==> src/rtl/sats_pkg.sv <==
// Package for the summed-area table stream core.
// Field widths, configuration register codes and default sizes.
// No dependencies.
`timescale 1ns / 1ps

package sats_pkg;

  localparam int SAMPLE_W       = 16;
  localparam int SUM_W          = 28;
  localparam int CFG_W          = 7;
  localparam int CFG_INDEX_W    = 2;
  localparam int DEF_MAX_WIDTH  = 64;
  localparam int DEF_MAX_HEIGHT = 64;

  localparam logic [CFG_W-1:0] CFG_SIZE_RESET = CFG_W'(64);

  typedef enum logic [CFG_INDEX_W-1:0] {
    REG_COLS = CFG_INDEX_W'(0),
    REG_ROWS = CFG_INDEX_W'(1)
  } cfg_reg_t;

endpackage

==> src/rtl/sats_cell.sv <==
// One cell of the line store: holds one previous-row sum.
// Loads its neighbor's value on a shift, or the new result when selected.
// Depends on sats_pkg.
`timescale 1ns / 1ps

module sats_cell (
  input  logic                      clk,
  input  logic                      shift,
  input  logic                      load_new,
  input  logic [sats_pkg::SUM_W-1:0] neighbor,
  input  logic [sats_pkg::SUM_W-1:0] fresh,
  output logic [sats_pkg::SUM_W-1:0] held
);
  import sats_pkg::*;

  always_ff @(posedge clk) begin
    if (shift) begin
      held <= load_new ? fresh : neighbor;
    end
  end

endmodule

==> src/rtl/sats_line.sv <==
// Line store built as a chain of sats_cell, shifting toward cell 0.
// The new result enters at the cell of the last active column.
// Depends on sats_pkg and sats_cell.
`timescale 1ns / 1ps

module sats_line #(
  parameter int MAX_WIDTH = sats_pkg::DEF_MAX_WIDTH
) (
  input  logic                         clk,
  input  logic                         shift,
  input  logic [$clog2(MAX_WIDTH)-1:0] last_col,
  input  logic [sats_pkg::SUM_W-1:0]   fresh,
  output logic [sats_pkg::SUM_W-1:0]   head
);
  import sats_pkg::*;

  localparam int CIW = $clog2(MAX_WIDTH);

  logic [SUM_W-1:0] taps [MAX_WIDTH];

  for (genvar k = 0; k < MAX_WIDTH; k++) begin : g_cell
    logic [SUM_W-1:0] nb;
    if (k == MAX_WIDTH - 1) begin : g_end
      assign nb = fresh;
    end else begin : g_mid
      assign nb = taps[k+1];
    end
    sats_cell u_cell (
      .clk      (clk),
      .shift    (shift),
      .load_new (last_col == CIW'(k)),
      .neighbor (nb),
      .fresh    (fresh),
      .held     (taps[k])
    );
  end

  assign head = taps[0];

endmodule

==> src/rtl/summed_area_table_stream_core.sv <==
// Top level of the summed-area table stream core.
// Holds frame-size registers, positions, row running sum and output register.
// Depends on sats_pkg and sats_line.
`timescale 1ns / 1ps

// Takes one unsigned sample per beat in raster order and returns, in the
// next cycle, its integral-image entry plus a last_of_frame flag. One sample
// is accepted every cycle while in_stall is low; the entry is the row sum
// plus the line-store head (row 0 takes the row sum alone). The previous row
// lives in a chain of MAX_WIDTH cells, shifted once per accepted beat, so the
// value above the current sample is always at cell 0. Writing either size
// register restarts the frame; register values of 0 act as 1 and values above
// the maximum act as the maximum. No clearing pass is run after reset.
module summed_area_table_stream_core #(
  parameter int MAX_WIDTH  = sats_pkg::DEF_MAX_WIDTH,
  parameter int MAX_HEIGHT = sats_pkg::DEF_MAX_HEIGHT
) (
  input  logic                             clk,
  input  logic                             rst,
  input  logic                             cfg_write,
  input  logic [sats_pkg::CFG_INDEX_W-1:0] cfg_index,
  input  logic [sats_pkg::CFG_W-1:0]       cfg_data,
  input  logic                             in_valid,
  output logic                             in_stall,
  input  logic [sats_pkg::SAMPLE_W-1:0]    sample,
  output logic                             out_valid,
  input  logic                             out_stall,
  output logic [sats_pkg::SUM_W-1:0]       area_sum,
  output logic                             last_of_frame
);
  import sats_pkg::*;

  localparam int CIW = $clog2(MAX_WIDTH);
  localparam int RIW = $clog2(MAX_HEIGHT);
  localparam int CEW = ($clog2(MAX_WIDTH + 1) > CFG_W) ? $clog2(MAX_WIDTH + 1) : CFG_W;
  localparam int REW = ($clog2(MAX_HEIGHT + 1) > CFG_W) ? $clog2(MAX_HEIGHT + 1) : CFG_W;

  logic [CFG_W-1:0] cols_in_use;
  logic [CFG_W-1:0] rows_in_use;
  logic [CIW-1:0]   col_pos;
  logic [RIW-1:0]   row_pos;
  logic [SUM_W-1:0] row_sum;

  logic [CEW-1:0]   cols_ext, cols_eff, cols_m1;
  logic [REW-1:0]   rows_ext, rows_eff, rows_m1;
  logic [CIW-1:0]   last_col;
  logic [RIW-1:0]   last_row;
  logic             fire;
  logic             at_last_col, at_last_row;
  logic [SUM_W-1:0] row_sum_next;
  logic [SUM_W-1:0] line_head;
  logic [SUM_W-1:0] result;

  always_comb begin
    cols_ext = CEW'(cols_in_use);
    priority if (cols_ext == '0) begin
      cols_eff = CEW'(1);
    end else if (cols_ext > CEW'(MAX_WIDTH)) begin
      cols_eff = CEW'(MAX_WIDTH);
    end else begin
      cols_eff = cols_ext;
    end
    cols_m1 = cols_eff - CEW'(1);

    rows_ext = REW'(rows_in_use);
    priority if (rows_ext == '0) begin
      rows_eff = REW'(1);
    end else if (rows_ext > REW'(MAX_HEIGHT)) begin
      rows_eff = REW'(MAX_HEIGHT);
    end else begin
      rows_eff = rows_ext;
    end
    rows_m1 = rows_eff - REW'(1);
  end

  assign last_col    = cols_m1[CIW-1:0];
  assign last_row    = rows_m1[RIW-1:0];
  assign at_last_col = (col_pos == last_col);
  assign at_last_row = (row_pos == last_row);

  assign in_stall = out_valid && out_stall;
  assign fire     = in_valid && !in_stall;

  assign row_sum_next = ((col_pos == '0) ? '0 : row_sum) + SUM_W'(sample);
  assign result       = (row_pos == '0) ? row_sum_next : line_head + row_sum_next;

  sats_line #(
    .MAX_WIDTH (MAX_WIDTH)
  ) u_line (
    .clk      (clk),
    .shift    (fire),
    .last_col (last_col),
    .fresh    (result),
    .head     (line_head)
  );

  always_ff @(posedge clk) begin
    if (rst) begin
      cols_in_use <= CFG_SIZE_RESET;
      rows_in_use <= CFG_SIZE_RESET;
      col_pos     <= '0;
      row_pos     <= '0;
      row_sum     <= '0;
    end else if (cfg_write && (cfg_index == REG_COLS || cfg_index == REG_ROWS)) begin
      unique case (cfg_index)
        REG_COLS: cols_in_use <= cfg_data;
        REG_ROWS: rows_in_use <= cfg_data;
        default:  ;
      endcase
      col_pos <= '0;
      row_pos <= '0;
      row_sum <= '0;
    end else if (fire) begin
      row_sum <= row_sum_next;
      if (at_last_col) begin
        col_pos <= '0;
        row_pos <= at_last_row ? '0 : row_pos + RIW'(1);
      end else begin
        col_pos <= col_pos + CIW'(1);
      end
    end
  end

  always_ff @(posedge clk) begin
    if (rst) begin
      out_valid <= 1'b0;
    end else if (fire) begin
      out_valid <= 1'b1;
    end else if (!out_stall) begin
      out_valid <= 1'b0;
    end
  end

  always_ff @(posedge clk) begin
    if (fire) begin
      area_sum      <= result;
      last_of_frame <= at_last_col && at_last_row;
    end
  end

  a_col_in_range: assert property (@(posedge clk) disable iff (rst)
    col_pos <= last_col)
    else $error("column position beyond active width");

  a_frame_wrap: assert property (@(posedge clk) disable iff (rst)
    fire && at_last_col && at_last_row && !cfg_write |=> col_pos == '0 && row_pos == '0)
    else $error("positions did not wrap at end of frame");

  a_beat_out: assert property (@(posedge clk) disable iff (rst)
    fire |=> out_valid)
    else $error("accepted beat produced no result");

  a_stall_cause: assert property (@(posedge clk) disable iff (rst)
    in_stall |-> out_valid && out_stall)
    else $error("input stalled without a waiting result");

endmodule
==> config.mk <==
export PLATFORM = sky130hd
export DESIGN_NAME = summed_area_table_stream_core
export DESIGN_NICKNAME = d
export VERILOG_FILES = /design/src/rtl/sats_pkg.sv /design/src/rtl/sats_cell.sv /design/src/rtl/sats_line.sv /design/src/rtl/summed_area_table_stream_core.sv
export SDC_FILE = /design/constraint.sdc
export NUM_CORES = 2
export LEC_CHECK = 0
export ABC_AREA = 1
export BUFFER_PORTS_ARGS = -buffer_cell sky130_fd_sc_hd__buf_2
export CORE_ASPECT_RATIO = 1.2
export CORE_MARGIN = 5
export CORE_UTILIZATION = 45
export CTS_BUF_LIST = sky130_fd_sc_hd__clkbuf_4 sky130_fd_sc_hd__clkbuf_8 sky130_fd_sc_hd__clkbuf_16
export DETAILED_ROUTE_END_ITERATION = 10
export PLACE_DENSITY = 0.64
export SKIP_LAST_GASP = 1
export SLEW_MARGIN = 30
export SYNTH_ARGS = -nofsm -noshare
export SYNTH_HDL_FRONTEND = slang
export SYNTH_HIERARCHICAL = 1
export SYNTH_SLANG_ARGS = --single-unit
==> constraint.sdc <==
create_clock -name clk -period 177.2 [get_ports clk]
set_input_delay 35.44 -clock clk [delete_from_list [all_inputs] [get_ports clk]]
set_output_delay 35.44 -clock clk [all_outputs]
set_load 0.01 [all_outputs]
Yosys cells after proc, flatten, opt, wreduce, memory -nomap -nowiden
Index checks and enable logic that the tools add are counted.

word-level totals
  register bits after elaboration = 1848
  output and inout bits = 31
  logic and storage cells = 234

cells by class
  $add $sub $neg = 6
  $lt $le $gt $ge = 2
  eq/ne operators = 66
  mux-type cells = 73
  reductions and logical operators = 16

operators by type and width
  cell                                                                      number
  28-bit two-way mux                                                        65
  6-bit equality test (second input constant)                               31
  6-bit by 5-bit equality test with 1-bit output (second input constant)    16
  6-bit by 4-bit equality test with 1-bit output (second input constant)    8
  6-bit two-way mux                                                         6
  28-bit by 16-bit adder with 28-bit output                                 1
  28-bit adder                                                              1
  6-bit by 3-bit equality test with 1-bit output (second input constant)    4
  6-bit zero test                                                           3
  7-bit greater-than comparator (second input constant)                     2
  7-bit zero test                                                           2
  6-bit by 1-bit adder with 6-bit output (second input constant)            2
  6-bit by 2-bit equality test with 1-bit output (second input constant)    2
  6-bit equality test                                                       2
  6-bit by 1-bit subtractor with 6-bit output (second input constant)       2
  6-bit by 1-bit equality test with 1-bit output (second input constant)    1
  2-bit AND reduction                                                       3
  1-bit logical AND                                                         4
  2-bit by 1-bit equality test with 1-bit output (second input constant)    1
  2-bit zero test                                                           1
  1-bit two-way mux                                                         2
  2-bit by 1-bit inequality test with 1-bit output (second input constant)  1
  2-bit OR reduction                                                        1
  1-bit zero test                                                           1
  1-bit logical OR                                                          1

Logic depth before layout (Yosys ltp)
  depth in word-level cells = 6
  gate-level depth with buffers = 32

Modules after synthesis
Netlist, hierarchy kept.

modules (own cells, without submodules)
  module                         times used  cells an instance  area each (um^2)
  sats_cell                      64          118                1216.2
  summed_area_table_stream_core  1           1089               6976.7
  sats_line                      1           104                412.9

Worst setup path before layout
OpenSTA, ideal clock, no wires.

  kind = input -> register
  start = input out_stall
  end = register row_sum[4]
  library setup time = 1956 ps
  arrival = 86487 ps
  required time = 175244 ps
  path slack = 88757 ps
  stages = 6
  path through = nand2_1 inv_2 nor2_2 clkbuf_1 clkbuf_1 a21oi_1

between the ends
  word-level cells in the longest chain between the ends = 3

ends and longest elaborated chain
  what                  RTL line                              text
  from (decl)           summed_area_table_stream_core.sv:27   input logic out_stall,
  1-bit logical AND     summed_area_table_stream_core.sv:81   assign in_stall = out_valid && out_stall;
  named net in_stall    summed_area_table_stream_core.sv:24   output logic in_stall,
  1-bit zero test       summed_area_table_stream_core.sv:82   assign fire = in_valid && !in_stall;
  1-bit logical AND     summed_area_table_stream_core.sv:82
  named net fire        summed_area_table_stream_core.sv:48   logic fire;
  to (signal assigned)  summed_area_table_stream_core.sv:114  row_sum <= row_sum_next;
  to (decl)             summed_area_table_stream_core.sv:42   logic [SUM_W-1:0] row_sum;

The timed path passes the listed nets, and every way through them passes these cells.
A chain may end at the register's enable or synchronous reset.

Worst setup path in the final report
  start = input out_stall
  end = output in_stall

between the ends
  word-level cells in the longest chain between the ends = 1

ends and longest elaborated chain
  what               RTL line
  1-bit logical AND  summed_area_table_stream_core.sv:81
  to (decl)          summed_area_table_stream_core.sv:24

No other way between the ends.

==> flow_metrics.tcl <==
set metrics [dict create \
    crit_path_top_delay_cell "buf_2" \
    start_util_pct 45.1 \
    firstDrtPassIters 5 \
    grt_max_degree 191 \
    coreArea_sq_um 189000 \
    cts_setup_buffers 0 \
    worstReg2RegStart "col_pos[0]" \
    cp_cell_sequence "buf_2 -> nand2_1 -> inv_2 -> buf_2" \
    power_density_nw_per_um2 10.8 \
    status "finished, final reports clean" \
    grt_pass1_vias 56400 \
    hp-class "reg -> reg" \
    synth_edf_count 1821 \
    synth_nets 8828 \
    netlist_area_sq_um 85200 \
    rrSetupSlack_ns 171.00 \
    setup_slack_ns 105.92 \
    arrival_ns 35.84 \
    hold_viol_final 0 \
    synth.avg_cell_area_sq_um 9.75 \
    worst_pin_slew_ns 1.03 \
    ant_nets 0 \
    synthFlopType "edfxtp_1" \
    viasPerCell 5.11 \
    synth-simple-area-share_pct 27.0 \
    grt_pass1_wl_um 318000 \
    maxCapViolations 0 \
    ys_seq_elements 1876 \
    yosysSeqAreaShare_pct 65.5 \
    ys_types 38 \
    layout.nets 8849 \
    clkLatencyLatePin_ns 0.82 \
    htree_levels 4 \
    max_stage_delay_ns 0.14 \
    r2r-end "u_line/g_cell[14].u_cell/held[24]" \
    clockBufferDepth 3 \
    antenna_found_initial 4 \
    die_x_um 407 \
    setup_violations 0 \
    p_leak_uw 0.0401 \
    drtIter0Drc 5641 \
    wirelength_um 203000 \
    fin_tns_setup_ns 0 \
    layout-drive-gt1-share_pct 7.35 \
    portBuffers 60 \
    drc 0 \
    cts_resized 0 \
    r2r_cells 27 \
    dp_hpwl_um 123000 \
    dpl_cell_area_sq_um 86400 \
    rows 175 \
    ios 61 \
    synth_adder_area_share_pct 0.796 \
    place.gp.congestion 0.886 \
    drv_slew 0 \
    cts.sinks 1876 \
    stdcell_area_sq_um 92400 \
    instances_no_fill 11400 \
    worstSetupPathType "in -> out" \
    dr_total_vias 58200 \
    hold_buffers 0 \
    synth_cells 8745 \
    fmax_mhz 14.0 \
    rsz0062_at_grt "no" \
    synth_compound_area_share_pct 1.05 \
    cts_tree "done" \
    synthArstFlopShare_pct 0 \
    wl_per_cell_um 17.8 \
    syn2layout_area_growth_pct 8.48 \
    period_share_pct 40.2 \
    synth_top_family_by_area "simple AND/OR/NAND/NOR gates" \
    holdWs_ns 0.476 \
    path_max_fanout 2 \
    yosys_warnings 6 \
    gr-total-overflow 0 \
    fin_crit_ns 71.28 \
    dp.cells 11100 \
    required_ns 141.76 \
    synthXorXnorAreaFrac_pct 0.388 \
    worstHoldStart "cols_ext[5]" \
    worst_setup_path_end_kind "output port" \
    max-slew-margin-rel_pct 31.1 \
    synthMuxAreaShare_pct 0 \
    hold_end "cols_ext[5]" \
    root_buffer "clkbuf_16" \
    dpl_worst_slack_ns 105.91 \
    cts_made_buffers 182 \
    clk_pin_slew_ns 0.06 \
    vdd_drop_max_mv 0.00880 \
    clock_skew_ns 0.0259 \
    whs_path_depth 2 \
    grtUsageTotal_pct 20.1 \
    crit_top_cell "buf_2" \
    die_y_um 487 \
    die_area_sq_um 198000 \
    worst_setup_path_start_kind "input pin" \
]
Yosys cell counts (all sizes together), types with 4 or more instances:
cell | count | area, sq um
a21oi | 76 | 380
buf | 324 | 3630
clkbuf | 18 | 67.6
dfxtp | 55 | 1100
edfxtp | 1821 | 54700
ha | 51 | 638
inv | 230 | 863
nand2 | 5701 | 21400
nand3 | 81 | 428
nand4 | 18 | 128
nor2 | 211 | 831
nor3 | 8 | 40.0
nor4 | 4 | 25.0
o21ai | 80 | 400
o21bai | 6 | 45.0
or2 | 9 | 56.3
xnor2 | 7 | 61.3
xor2 | 29 | 269
flip-flops by register name, indices dropped and copies added, names as in the netlist:
name and count:
col_pos 6, out_valid 1, u_line/g_cell.u_cell/held 1792, row_pos 6
rows_ext 7, last_of_frame 1, cols_ext 7, area_sum 28
row_sum 28
cell families after synthesis:
group | count (synthesis)
AND/OR/NAND/NOR | 6037
buffers and inverters | 572
adder cells (fa/ha/maj) | 53
XOR/XNOR | 36
flip-flops | 1876
AO/OA/AOI/OAI | 171
worst max path at each step:
| stage | startpoint | end | slack [ns] | cells past startpoint |
|---|---|---|---|---|
| floorplan | out_stall | row_sum[4] | 88.76 | 6 |
| global placement | out_stall | in_stall | 105.88 | 4 |
| detailed placement | out_stall | in_stall | 105.91 | 4 |
| CTS | out_stall | in_stall | 105.91 | 4 |
| global route | out_stall | in_stall | 105.90 | 4 |
| finish | out_stall | in_stall | 105.92 | 4 |
stage by stage:
step	utilization, %	total power (uW)
finish	48.9	994
global route	48.9	1030
CTS	48.9	1000
detailed placement	45.7	617
global placement	45.6	615
floorplan	-	644
routing by layer:
| layer | up-vias | global-route usage, % | share of wire (%) |
|---|---|---|---|
| li1 | 28200 | - | - |
| met1 | 27900 | 25.5 | 41 |
| met2 | 1747 | 34.5 | 49 |
| met3 | 378 | 3.02 | 5.7 |
| met4 | 0 | 8.55 | 4.5 |
| met5 | - | 0 | 0 |
cell type report:
type,instances,area (sq um)
Fill cell,16900,96500
Sequential cell,1876,55800
Multi-Input combinational cell,6297,25300
Clock buffer,226,4970
Tap cell,2478,3100
Timing Repair Buffer,179,1450
Clock inverter,104,931
Inverter,230,863
Antenna cell,4,10.0
critical path, delay by kind of cell:
family / cells / cell delay, ns
buf+inv: 3 / 0.31
simple gates: 1 / 0.10
layout by cell type, fill, tap and decap left out, drive strengths merged:
cell,synthesis,final
a21oi,76,76
nand3b,3,3
a21boi,2,2
nor2,211,211
buf,324,179
dfxtp,55,55
o211ai,3,3
nand4,18,18
nor4,4,4
o21bai,6,6
xnor2,7,7
diode,0,4
ha,51,51
and2,2,2
bufinv,0,14
nand2,5701,5701
xor2,29,29
clkinvlp,0,7
clkbuf,18,226
or2,9,9
fa,2,2
nor3,8,8
o21ai,80,80
a21o,2,2
clkinv,0,78
nand3,81,81
inv,230,235
edfxtp,1821,1821
a211oi,2,2
report_power, final:
group / switching, uW / leakage, uW / internal [uW]
clock: 166 / 0.00293 / 220
sequential: 9.53 / 0.0181 / 524
combinational: 56.9 / 0.0190 / 17.8
Note: power is estimated with default switching activity, not from simulation.
